**config.mk**
```make
export PLATFORM = sky130hd
export DESIGN_NAME = melody_tone_sequencer
export DESIGN_NICKNAME = d
export VERILOG_FILES = /design/src/rtl/core/mts_pkg.sv /design/src/rtl/core/melody_tone_sequencer.sv /design/src/rtl/core/mts_store.sv /design/src/rtl/core/mts_div.sv
export SDC_FILE = /design/constraint.sdc
export NUM_CORES = 2
export LEC_CHECK = 0
export ABC_CLOCK_PERIOD_IN_PS = 3700
export BUFFER_PORTS_ARGS = -buffer_cell sky130_fd_sc_hd__buf_2
export CAP_MARGIN = 0
export CORE_MARGIN = 3
export CORE_UTILIZATION = 57
export CTS_BUF_LIST = sky130_fd_sc_hd__clkbuf_16
export DETAILED_ROUTE_END_ITERATION = 10
export GPL_TIMING_DRIVEN = 0
export PLACE_DENSITY_LB_ADDON = 0.08
export SLEW_MARGIN = 20
export SYNTH_ARGS = -nofsm -noshare
export SYNTH_HDL_FRONTEND = slang
export SYNTH_HIERARCHICAL = 1
export SYNTH_SLANG_ARGS = --single-unit
```
**constraint.sdc**
```tcl
create_clock -name clk -period 3.7 [get_ports clk]
set_input_delay 0.555 -clock clk [delete_from_list [all_inputs] [get_ports clk]]
set_output_delay 0.555 -clock clk [all_outputs]
set_load 0.05 [all_outputs]
```
**src/rtl/core/mts_pkg.sv**
```systemverilog
// Shared types, constants and the note frequency table for the melody tone sequencer.
package mts_pkg;

  localparam int NOTE_W = 6;
  localparam int DUR_W  = 16;
  localparam int OUT_W  = 12;
  localparam int LOUD_W = 7;
  localparam int NUM_W  = 20;
  localparam int DEN_W  = 13;
  localparam int CNT_W  = 5;

  localparam logic [1:0] CMD_TICK   = 2'd0;
  localparam logic [1:0] CMD_APPEND = 2'd1;
  localparam logic [1:0] CMD_CLEAR  = 2'd2;
  localparam logic [1:0] CMD_START  = 2'd3;

  localparam logic REG_ENABLE   = 1'b0;
  localparam logic REG_LOUDNESS = 1'b1;

  localparam logic [NUM_W-1:0]  PERIOD_NUM    = 20'd1000000;
  localparam logic [LOUD_W-1:0] LOUD_MAX      = 7'd99;
  localparam logic [LOUD_W-1:0] LOUD_SPAN     = 7'd100;
  localparam logic [LOUD_W-1:0] LOUD_RESET    = 7'd20;
  localparam logic [DUR_W-1:0]  COUNT_WRAP    = 16'hFFFF;

  typedef struct packed {
    logic [1:0]        cmd;
    logic [NOTE_W-1:0] note_index;
    logic [DUR_W-1:0]  duration;
  } item_t;

  typedef struct packed {
    logic [OUT_W-1:0] period;
    logic [OUT_W-1:0] compare;
    logic             tone_on;
    logic             busy_res;
  } result_t;

  typedef struct packed {
    logic [NOTE_W-1:0] note;
    logic [DUR_W-1:0]  dur;
  } entry_t;

  function automatic logic [DEN_W-1:0] note_freq(input logic [NOTE_W-1:0] note);
    logic [DEN_W-1:0] f;
    case (note)
      6'd1:  f = 13'd262;   6'd2:  f = 13'd277;   6'd3:  f = 13'd294;
      6'd4:  f = 13'd311;   6'd5:  f = 13'd330;   6'd6:  f = 13'd349;
      6'd7:  f = 13'd370;   6'd8:  f = 13'd392;   6'd9:  f = 13'd415;
      6'd10: f = 13'd440;   6'd11: f = 13'd466;   6'd12: f = 13'd494;
      6'd13: f = 13'd523;   6'd14: f = 13'd554;   6'd15: f = 13'd587;
      6'd16: f = 13'd622;   6'd17: f = 13'd659;   6'd18: f = 13'd698;
      6'd19: f = 13'd740;   6'd20: f = 13'd784;   6'd21: f = 13'd830;
      6'd22: f = 13'd880;   6'd23: f = 13'd932;   6'd24: f = 13'd988;
      6'd25: f = 13'd1047;  6'd26: f = 13'd1109;  6'd27: f = 13'd1175;
      6'd28: f = 13'd1245;  6'd29: f = 13'd1319;  6'd30: f = 13'd1397;
      6'd31: f = 13'd1480;  6'd32: f = 13'd1568;  6'd33: f = 13'd1661;
      6'd34: f = 13'd1760;  6'd35: f = 13'd1865;  6'd36: f = 13'd1976;
      6'd37: f = 13'd2093;  6'd38: f = 13'd2218;  6'd39: f = 13'd2349;
      6'd40: f = 13'd2489;  6'd41: f = 13'd2637;  6'd42: f = 13'd2794;
      6'd43: f = 13'd2960;  6'd44: f = 13'd3136;  6'd45: f = 13'd3322;
      6'd46: f = 13'd3520;  6'd47: f = 13'd3729;  6'd48: f = 13'd3951;
      6'd49: f = 13'd4186;  6'd50: f = 13'd4435;  6'd51: f = 13'd4699;
      6'd52: f = 13'd4978;  6'd53: f = 13'd5274;  6'd54: f = 13'd5588;
      6'd55: f = 13'd5920;  6'd56: f = 13'd6272;  6'd57: f = 13'd6645;
      6'd58: f = 13'd7040;  6'd59: f = 13'd7459;  6'd60: f = 13'd7902;
      default: f = '0;
    endcase
    return f;
  endfunction

endpackage

```
**src/rtl/core/melody_tone_sequencer.sv**
```systemverilog
// Top level of the tick-driven buzzer melody sequencer.
//
// Items enter on the command port: an item transfers at a rising edge where start
// is high and busy is low. Commands are tick, append note, clear melody and start
// playback. Every item gives exactly one result, shown on the result port for one
// cycle with done high; the receiver cannot stall it, so it must take it then.
// The result is the state after the item: period, compare, tone on and playing.
// Append, clear, start and ticks that load no note give their result in the
// cycle after the transfer and the port is ready again in that cycle.
// A tick that loads a stored note reads the store first; a note with a
// frequency then runs the shared divider twice, for 1000000 / frequency and then
// for period / (100 - loudness), with loudness capped at 99. The port stays busy
// until such an item gives its result; a stored silent note skips the divider,
// and the terminator skips both the store read and the divider.
// The registers enable and loudness are written through the cfg port, at once.
// A synchronous reset empties the melody, stops playback, zeroes period and
// compare and sets enable to 1 and loudness to 20; store contents are kept.
module melody_tone_sequencer #(
  parameter int MELODY_DEPTH = 64
) (
  input  logic                       clk,
  input  logic                       rst,
  input  logic                       start,
  output logic                       busy,
  input  mts_pkg::item_t             item,
  output logic                       done,
  output mts_pkg::result_t           result,
  input  logic                       cfg_we,
  input  logic                       cfg_addr,
  input  logic [mts_pkg::LOUD_W-1:0] cfg_data
);

  localparam int AW = (MELODY_DEPTH > 1) ? $clog2(MELODY_DEPTH) : 1;
  localparam int LW = $clog2(MELODY_DEPTH + 1);
  localparam int PW = $clog2(MELODY_DEPTH + 2);

  typedef enum logic [4:0] {
    S_IDLE    = 5'b00001,
    S_READ    = 5'b00010,
    S_LOAD    = 5'b00100,
    S_DIV_PER = 5'b01000,
    S_DIV_CMP = 5'b10000
  } state_t;

  state_t                     state;
  logic [LW-1:0]              melody_length;
  logic [PW-1:0]              play_position;
  logic [mts_pkg::DUR_W-1:0]  tick_count;
  logic                       playing;
  logic                       timer_running;
  logic [mts_pkg::OUT_W-1:0]  period_reg;
  logic [mts_pkg::OUT_W-1:0]  compare_reg;
  logic                       enable;
  logic [mts_pkg::LOUD_W-1:0] loudness;
  logic [mts_pkg::NOTE_W-1:0] cur_note;
  logic [mts_pkg::DUR_W-1:0]  cur_dur;

  logic                       accept;
  logic                       store_we;
  logic                       store_re;
  mts_pkg::entry_t            wentry;
  mts_pkg::entry_t            rentry;
  logic                       active;
  logic                       has_note;
  logic [mts_pkg::DEN_W-1:0]  freq;
  logic [mts_pkg::LOUD_W-1:0] loud_eff;
  logic [mts_pkg::LOUD_W-1:0] vol_div;
  logic                       div_start;
  logic [mts_pkg::NUM_W-1:0]  div_dividend;
  logic [mts_pkg::DEN_W-1:0]  div_divisor;
  logic                       div_done;
  logic [mts_pkg::NUM_W-1:0]  div_quotient;

  assign accept   = start && (state == S_IDLE);
  assign busy     = (state != S_IDLE);
  assign active   = playing && enable && (play_position <= PW'(melody_length));
  assign has_note = (play_position < PW'(melody_length));
  assign store_we = accept && (item.cmd == mts_pkg::CMD_APPEND)
                    && (melody_length != LW'(MELODY_DEPTH));
  assign store_re = accept && (item.cmd == mts_pkg::CMD_TICK) && active
                    && (tick_count == '0) && has_note;
  assign wentry   = '{note: item.note_index, dur: item.duration};
  assign freq     = mts_pkg::note_freq(cur_note);
  assign loud_eff = (loudness > mts_pkg::LOUD_MAX) ? mts_pkg::LOUD_MAX : loudness;
  assign vol_div  = mts_pkg::LOUD_SPAN - loud_eff;

  always_comb begin
    div_start    = 1'b0;
    div_dividend = mts_pkg::PERIOD_NUM;
    div_divisor  = freq;
    if ((state == S_LOAD) && (freq != '0)) begin
      div_start = 1'b1;
    end else if ((state == S_DIV_PER) && div_done) begin
      div_start    = 1'b1;
      div_dividend = div_quotient;
      div_divisor  = mts_pkg::DEN_W'(vol_div);
    end
  end

  mts_store #(
    .DEPTH (MELODY_DEPTH),
    .AW    (AW)
  ) u_store (
    .clk   (clk),
    .we    (store_we),
    .waddr (melody_length[AW-1:0]),
    .wdata (wentry),
    .re    (store_re),
    .raddr (play_position[AW-1:0]),
    .rdata (rentry)
  );

  mts_div u_div (
    .clk      (clk),
    .rst      (rst),
    .start    (div_start),
    .dividend (div_dividend),
    .divisor  (div_divisor),
    .done     (div_done),
    .quotient (div_quotient)
  );

  always_ff @(posedge clk) begin
    if (rst) begin
      enable   <= 1'b1;
      loudness <= mts_pkg::LOUD_RESET;
    end else if (cfg_we) begin
      case (cfg_addr)
        mts_pkg::REG_ENABLE:   enable   <= cfg_data[0];
        mts_pkg::REG_LOUDNESS: loudness <= cfg_data;
        default: ;
      endcase
    end
  end

  always_ff @(posedge clk) begin
    if (rst) begin
      state         <= S_IDLE;
      done          <= 1'b0;
      melody_length <= '0;
      play_position <= '0;
      tick_count    <= '0;
      playing       <= 1'b0;
      timer_running <= 1'b0;
      period_reg    <= '0;
      compare_reg   <= '0;
      cur_note      <= '0;
      cur_dur       <= '0;
    end else begin
      done <= 1'b0;
      case (state)
        S_IDLE: begin
          if (accept) begin
            case (item.cmd)
              mts_pkg::CMD_APPEND: begin
                if (store_we) begin
                  melody_length <= melody_length + 1'b1;
                end
                done <= 1'b1;
              end
              mts_pkg::CMD_CLEAR: begin
                melody_length <= '0;
                done          <= 1'b1;
              end
              mts_pkg::CMD_START: begin
                play_position <= '0;
                tick_count    <= '0;
                timer_running <= 1'b0;
                playing       <= 1'b1;
                done          <= 1'b1;
              end
              default: begin
                if (!active) begin
                  timer_running <= 1'b0;
                  playing       <= 1'b0;
                  done          <= 1'b1;
                end else if (tick_count != '0) begin
                  tick_count <= tick_count - 1'b1;
                  done       <= 1'b1;
                end else begin
                  tick_count <= mts_pkg::COUNT_WRAP;
                  if (has_note) begin
                    state <= S_READ;
                  end else begin
                    cur_note <= '0;
                    cur_dur  <= '0;
                    state    <= S_LOAD;
                  end
                end
              end
            endcase
          end
        end
        S_READ: begin
          cur_note <= rentry.note;
          cur_dur  <= rentry.dur;
          state    <= S_LOAD;
        end
        S_LOAD: begin
          if (freq == '0) begin
            period_reg    <= '0;
            compare_reg   <= '0;
            tick_count    <= cur_dur;
            timer_running <= 1'b1;
            play_position <= play_position + 1'b1;
            done          <= 1'b1;
            state         <= S_IDLE;
          end else begin
            state <= S_DIV_PER;
          end
        end
        S_DIV_PER: begin
          if (div_done) begin
            period_reg <= div_quotient[mts_pkg::OUT_W-1:0];
            state      <= S_DIV_CMP;
          end
        end
        S_DIV_CMP: begin
          if (div_done) begin
            compare_reg   <= div_quotient[mts_pkg::OUT_W-1:0];
            tick_count    <= cur_dur;
            timer_running <= 1'b1;
            play_position <= play_position + 1'b1;
            done          <= 1'b1;
            state         <= S_IDLE;
          end
        end
        default: begin
          state <= S_IDLE;
        end
      endcase
    end
  end

  assign result = '{period:   period_reg,
                    compare:  compare_reg,
                    tone_on:  timer_running,
                    busy_res: playing};

  a_done_idle: assert property (@(posedge clk) disable iff (rst) done |-> !busy)
    else $error("result strobe while a note load is still running");

  a_one_result: assert property (@(posedge clk) disable iff (rst)
    (start && !busy) |=> (busy || done))
    else $error("transferred item produced neither a result nor a note load");

  a_compare_bound: assert property (@(posedge clk) disable iff (rst)
    done |-> (result.compare <= result.period))
    else $error("compare value exceeds the tone period");

  a_tone_playing: assert property (@(posedge clk) disable iff (rst)
    result.tone_on |-> result.busy_res)
    else $error("tone running while playback is stopped");

  a_pos_bound: assert property (@(posedge clk) disable iff (rst)
    store_re |-> (play_position < PW'(MELODY_DEPTH)))
    else $error("store read beyond its depth");

endmodule

```
**src/rtl/core/mts_store.sv**
```systemverilog
// Melody note store: one write port and one registered read port.
module mts_store #(
  parameter int DEPTH = 64,
  parameter int AW    = 6
) (
  input  logic            clk,
  input  logic            we,
  input  logic [AW-1:0]   waddr,
  input  mts_pkg::entry_t wdata,
  input  logic            re,
  input  logic [AW-1:0]   raddr,
  output mts_pkg::entry_t rdata
);

  mts_pkg::entry_t mem [DEPTH];

  always_ff @(posedge clk) begin
    if (we) begin
      mem[waddr] <= wdata;
    end
    if (re) begin
      rdata <= mem[raddr];
    end
  end

endmodule

```
**src/rtl/core/mts_div.sv**
```systemverilog
// Restoring divider that produces one quotient bit per cycle.
module mts_div (
  input  logic                      clk,
  input  logic                      rst,
  input  logic                      start,
  input  logic [mts_pkg::NUM_W-1:0] dividend,
  input  logic [mts_pkg::DEN_W-1:0] divisor,
  output logic                      done,
  output logic [mts_pkg::NUM_W-1:0] quotient
);

  logic                      running;
  logic [mts_pkg::CNT_W-1:0] count;
  logic [mts_pkg::DEN_W-1:0] rem;
  logic [mts_pkg::DEN_W-1:0] den;
  logic [mts_pkg::DEN_W:0]   shifted;
  logic [mts_pkg::DEN_W:0]   den_ext;
  logic [mts_pkg::DEN_W:0]   diff;
  logic                      ge;

  assign shifted = {rem, quotient[mts_pkg::NUM_W-1]};
  assign den_ext = {1'b0, den};
  assign diff    = shifted - den_ext;
  assign ge      = (shifted >= den_ext);

  always_ff @(posedge clk) begin
    if (rst) begin
      running <= 1'b0;
      done    <= 1'b0;
      count   <= '0;
    end else if (start) begin
      running <= 1'b1;
      done    <= 1'b0;
      count   <= '0;
    end else if (running) begin
      count <= count + 1'b1;
      if (count == mts_pkg::CNT_W'(mts_pkg::NUM_W - 1)) begin
        running <= 1'b0;
        done    <= 1'b1;
      end
    end else begin
      done <= 1'b0;
    end
  end

  always_ff @(posedge clk) begin
    if (start) begin
      rem      <= '0;
      den      <= divisor;
      quotient <= dividend;
    end else if (running) begin
      rem      <= ge ? diff[mts_pkg::DEN_W-1:0] : shifted[mts_pkg::DEN_W-1:0];
      quotient <= {quotient[mts_pkg::NUM_W-2:0], ge};
    end
  end

endmodule
```
[After elaboration in Yosys (flattened, before gate mapping)]
Memory sizes are Yosys's and may differ from the RTL's. A register that Yosys moved wholly into a read port is not among the register bits.
Index checks and enable logic that the tools add are counted.
W data, S select, Z words.
Operators by class
  equality and inequality tests: 26
  $add $sub $neg: 6
  bitwise logic cells: 3
  reduce and logical (&&, ||, !) cells: 38
  multiplexer cells: 70
  order comparisons: 4
Operators with widths (number)
  $mux W16: 10
  $mux W20: 4
  $pmux W16 S2: 2
  $pmux W12 S2: 2
  $pmux W16 S3: 1
  $mux W6: 7
  $mux W7: 6
  $mux W13: 3
  $mux W5: 6
  $pmux W5 S5: 1
  $mux W12: 2
  $reduce_and A6 Y1: 4
  $pmux W7 S3: 1
  $mux W1: 17
  $logic_not A16 Y1: 1
  $reduce_bool A16 Y1: 1
  $sub A16 B1 Y16 const B: 1
  $add A7 B1 Y7 const B: 2
  $ge A14 B13 Y1: 1
  $ne A2 B2 Y1 const B: 7
  $pmux W7 S2: 1
  $logic_not A13 Y1: 1
  $reduce_bool A13 Y1: 1
  $sub A13 B13 Y13: 1
  33 further kinds: 64
Storage, ports and cells
  input bits: 36
  memory bits (writable): 1408
  output and inout bits: 28
  logic and storage cells: 168
  ROM bits: 832
  bits in registers: 145
  memories kept: 2
Memory list
  u_store.mem: depth 64, bits a word 22, read ports 1, clocked after memory_dff 1, write ports 1, RTL line mts_store.sv:15  | mts_pkg::entry_t mem [DEPTH];
  (name not given): depth 64, bits a word 13, read ports 1, clocked after memory_dff 1, write ports 0, RTL line mts_pkg.sv:46  | case (note)

[Logic depth before layout (Yosys ltp)]
  depth in word-level cells: 9
  mapped depth: 15
  gate-level depth less buffers: 14

[Hierarchy]
Netlist, hierarchy kept.
By module, submodules not included
  mts_store: area each 54716.2 um^2, seq. area each 42941.2 um^2, times used 1, cells each 2410
  melody_tone_sequencer: area each 6521.3 um^2, seq. area each 2102.0 um^2, times used 1, cells each 860
  mts_div: area each 2964.1 um^2, seq. area each 1391.3 um^2, times used 1, cells each 268

[Least setup slack after synthesis]
No wires, ideal clock.
  path type: register to register
  from: reg state[1]
  to: mem u_store/mem[48][0] in the netlist's numbering (enable)
  arrival time: 3.144 ns
  path buffers: 1
  required time: 3.271 ns
  stages on the path, launching flop included: 8
  library setup time: 0.429 ns
  clock period less this slack: 3.573 ns
  path slack: 0.127 ns
  cells stage by stage: dfxtp_1 > nor3_1 > and2_1 > buf_2 > nand2_1 > nor3b_1 > nand2_1 > nor3_1
Between the ends
  cells in the longest elaborated chain, start to end: 6
RTL lines
  start, declared: RTL line melody_tone_sequencer.sv:45  | state_t state;
  start signal, assigned: RTL line melody_tone_sequencer.sv:138  | state <= S_IDLE;
  start signal, assigned: RTL line melody_tone_sequencer.sv:183  | state <= S_READ;
  start signal, assigned: RTL line melody_tone_sequencer.sv:187  | state <= S_LOAD;
  $eq A5 B1 Y1: RTL line melody_tone_sequencer.sv:74  | assign accept = start && (state == S_IDLE);
  $logic_and A1 B1 Y1: RTL line melody_tone_sequencer.sv:74
  $logic_and A1 B1 Y1: RTL line melody_tone_sequencer.sv:78  | assign store_we = accept && (item.cmd == mts_pkg::CMD_APPEND)
  $logic_and A1 B1 Y1: RTL line melody_tone_sequencer.sv:79  | && (melody_length != LW'(MELODY_DEPTH));
  net store_we: RTL line melody_tone_sequencer.sv:59  | logic store_we;
  $mux W1: RTL line mts_store.sv:18  | if (we) begin
  $mux W1 (not written as such): RTL line mts_store.sv:19  | mem[waddr] <= wdata;
  end, declared: RTL line mts_store.sv:15
The timed path passes the listed nets, and every way through them passes these cells.

[Final worst setup path]
  from: reg play_position[2]
  to: reg u_store/rdata[20] (netlist name)
Between the ends
  cells in the longest elaborated chain, start to end: 5
  elaborated cells on any way between the ends: 6
  classes of those cells: order compare: 2; reduce/logical: 4
RTL lines
  start, declared: RTL line melody_tone_sequencer.sv:47  | logic [PW-1:0] play_position;
  start signal, assigned: RTL line melody_tone_sequencer.sv:205  | play_position <= play_position + 1'b1;
  start signal, assigned: RTL line melody_tone_sequencer.sv:223  | play_position <= play_position + 1'b1;
  $le A7 B7 Y1: RTL line melody_tone_sequencer.sv:76  | assign active = playing && enable && (play_position <= PW'(melody_length));
  $logic_and A1 B1 Y1: RTL line melody_tone_sequencer.sv:76
  $logic_and A1 B1 Y1: RTL line melody_tone_sequencer.sv:80  | assign store_re = accept && (item.cmd == mts_pkg::CMD_TICK) && active
  $logic_and A1 B1 Y1 (2 in series): RTL line melody_tone_sequencer.sv:81  | && (tick_count == '0) && has_note;
Several ways; a longest one is shown, not always the timed one.
A chain may end at the register's enable or synchronous reset.

==> results.tsv <==
stage	metric	value	unit
timing	grt_setup_unrepaired	true	
logic_synthesis	ys_seq_area_share	72.3	%
layout	fillers	7308	
timing	setup_viol	9	
setup_path	start_kind	register	
clocking	numCtsBuffers	160	
setup_path	crit_chain	buf_4 -> buf_2 -> clkdlybuf4s15_1 -> mux4_2 -> o22ai_1 -> nor3_1 -> nand2_1 -> a211oi_1	
logic_synthesis	yosys_register_bits	1588	
floorplanning	die-height	342	um
grt	grt.overflow.total	0	
setup_path	crit_path_top_delay_cell	clkdlybuf4s15_1	
floorplanning	core-area	111000	um^2
logic_synthesis	syn_area	64200	um^2
logic_synthesis	ys_top_cells_by_area	edfxtp_1 (68%), mux4_2 (11%), dfxtp_1 (3.9%)	
layout	largest_register	u_store/mem	
setup_path	crit_path_end_kind	register	
setup_path	critPathLaunch	play_position[2]$_SDFFE_PP0P_	
setup_path	cp_max_fo	11	
drt	route.detailed.drc	0	
logic_synthesis	yosys.area.top_type	edfxtp_1	
clocking	cts.sinks	1588	
logic_synthesis	synth_edf_count	1463	
logic_synthesis	synth-async-reset-ratio	0	%
grt	grt_first_pass_wirelength	254	mm
timing	finalClockSkew	19.5	ps
clocking	clockRootBuffer	clkbuf_16	
drt	drt_iter0_markers	4583	
timing	hold_viol_final	0	
clocking	cts_tree	built	
logic_synthesis	yosysUniqueCellTypes	98	
timing	fin_hold_ws	49.7	ps
pwr	ir_drop	0.438	mV
drt	via_count	35767	
setup_path	critPathBufInv	3	
grt	grt_max_degree	65	
drt	firstDrtPassIters	6	
logic_synthesis	synth_area_per_cell	18.1	um^2
floorplanning	io_pins	64	
layout	nets	3916	
pwr	powerDensity	575	nW/um^2
timing	slew_headroom	12.3	%
floorplanning	design.die.area	117000	um^2
timing	worst_pin_slew	1320	ps
setup_path	regToRegStartpoint	play_position[2]$_SDFFE_PP0P_	
timing	setup_tns	-484	ps
timing	fin_crit	3790	ps
setup_path	criticalPathCategory	register to register	
place	place_congestion	0.930	
layout	largest_reg_flops	1408	
floorplanning	start_util	57.7	%
logic_synthesis	postSynthCellCount	3538	
logic_synthesis	ys.flop_type	edfxtp_1	
grt	grt_pass1_vias	36070	
timing	finalCritPeriodShare	103	%
layout	multi_input_area	17200	um^2
status	status	finished with violations	
drt	wl_per_cell	32.3	um
layout	layout.cells.non_filler	5463	
setup_path	crit_family	buffers and inverters	
place	placed_cells	5156	
timing	max_freq	0.264	GHz
logic_synthesis	synth.net_count	3613	
place	dp_hpwl	119	mm
drt	drt-total-wl	176	mm
grt	track_usage	30.6	%
clocking	insertion_delay	770	ps
timing	setup_ws	-92.8	ps
grt	antenna_found_initial	10	
flow_run	maxCapViolCount	0	
drt	postRouteAntennaNets	0	
drt	via_per_inst	6.55	
timing	slew_viol_final	0	
layout	regArea	46500	um^2
setup_path	cp.arrival	4240	ps
layout	drive_gt1_share	25.2	%
logic_synthesis	synth_warnings	6	
setup_path	regToRegSetupSlack	-90	ps
setup_path	worstPathRequired	4150	ps
clocking	htree_levels	4	
setup_path	cpPeakStageDelay	830	ps
layout	syn2layout_area_growth	15.3	%
logic_synthesis	synth_top_area_share	68.4	%
layout	largestRegisters	u_store/mem x1408, u_store/rdata x22, u_div/quotient x20	
status	violations	negative setup slack	
hold_path	holdCritPathClass	input port to register	
hold_path	hp-start	cfg_data[4]	
clocking	clkTransAtPathRegs	60	ps
floorplanning	die_x	342	um
floorplanning	row_count	122	
place	port_buffers	61	
clocking	cts_buffer_depth	3	
pwr	power.leakage	0.0231	uW
[cells by family (layout without fill, tap and decap cells)]
| group | Yosys count | count (layout) | synth area share, % |
|---|---|---|---|
| buf+inv | 260 | 693 | 2.10 |
| compound gates | 503 | 503 | 5.42 |
| mux | 525 | 525 | 14.5 |
| other cells | 0 | 3 | 0 |
| fa+ha+maj | 39 | 39 | 0.772 |
| flops | 1588 | 1588 | 72.3 |
| xor+xnor | 32 | 32 | 0.437 |
| simple gates | 591 | 592 | 4.47 |
[final timing paths]
check | endpoint | depth (start not counted)
worst min-delay path | loudness[4]$_SDFFE_PP1P_ | 3
worst max-delay path | u_store/rdata[20]$_DFFE_PP_ | 8
worst min register to register | compare_reg[3]$_SDFFE_PP0P_ | 2
worst max register to register | u_store/rdata[20]$_DFFE_PP_ | 8
[final cells by class]
cell class	instances	share of cell area (%)
Inverter	47	0.238
Timing Repair Buffer	148	2.76
Buffer	205	1.60
Antenna cell	3	0.0101
Multi-Input combinational cell	1691	23.2
Clock inverter	131	1.40
Sequential cell	1588	62.8
Tap cell	1488	2.52
Clock buffer	162	5.48
[cells in the mapped netlist (6+ instances only)]
master and instances:
or2_2 10, nor3_1 48, nor4_1 8, a31oi_1 32, edfxtp_1 1463, a21oi_1 95, a21boi_0 6, buf_4 33
xnor2_1 19, nand3b_1 8, ha_1 38, o22a_1 10, or3_1 16, buf_6 22, o211ai_1 11, o31ai_1 14
clkbuf_1 102, and3_1 31, inv_1 45, nor2b_1 13, dfxtp_1 125, nor3b_1 7, xor2_1 13, buf_2 42
nand3_1 56, mux2i_1 170, a211oi_1 56, o21ai_0 69, nand2b_1 33, nand4_1 14, a21o_1 10, nand2_1 103
a221oi_1 13, o22ai_1 37, a22oi_1 67, nor2_1 208, mux4_2 319, mux2_2 36, buf_1 12, and2_1 13
[through the flow]
step / util, % / instance area (um^2) / power, uW / worst slack [ps]
2_1_floorplan: - / 64200 / 25200 / 127
3_3_place_gp: 59.6 / 66400 / 27200 / -2460
3_5_place_dp: 61.4 / 68300 / 27300 / -1260
4_1_cts: 66.3 / 73800 / 42800 / -48.7
5_1_grt: 66.5 / 74000 / 44000 / -107
6_report: 66.5 / 74000 / 42600 / -92.8
[where the power goes]
part           internal, uW  leakage [uW]  switching (uW)
combinational          3080       0.00634            4110
sequential            19700        0.0142             154
clock                  8720       0.00262            6760
total                 31500        0.0231           11000
[what timing repair did]
action                                  in CTS  in global routing
endpoints found under the setup margin     346                337
resized for setup                           48                 39
pin swaps                                    9                  7
buffers inserted                            10                  6
hold buffers                                 2                  0
cloned                                       1                  0
hold endpoints to repair                     2                  0
[layout by cell type (no fill, tap or decap), drive strengths merged, types with 13 or more instances in the layout]
master and count:
a211oi 57, a21oi 96, a221oi 14, a22oi 68
a31oi 33, and2 15, and3 31, buf 251
clkbuf 261, clkinv 74, dfxtp 125, edfxtp 1463
ha 38, inv 88, mux2 36, mux2i 170
mux4 319, nand2 103, nand2b 33, nand3 57
nand4 14, nor2 209, nor2b 13, nor3 48
o21ai 75, o22ai 38, o31ai 16, or2 13
or3 16, xnor2 19, xor2 13
[worst min-delay path, delay by kind of cell]
kind                   cells  cell delay, ps
buffers and inverters      1              80
AND/OR/NAND/NOR            2             140
[metal layers]
layer  share of wire, %  track usage, %  vias to the layer above
met2                 51            51.7                     1734
li1                   -               -                    15000
met1                 36            39.0                    18650
met4                4.8            14.5                        4
met3                7.7            5.10                      379
met5              0.015               0                        -
(Power assumes the default switching activity.)
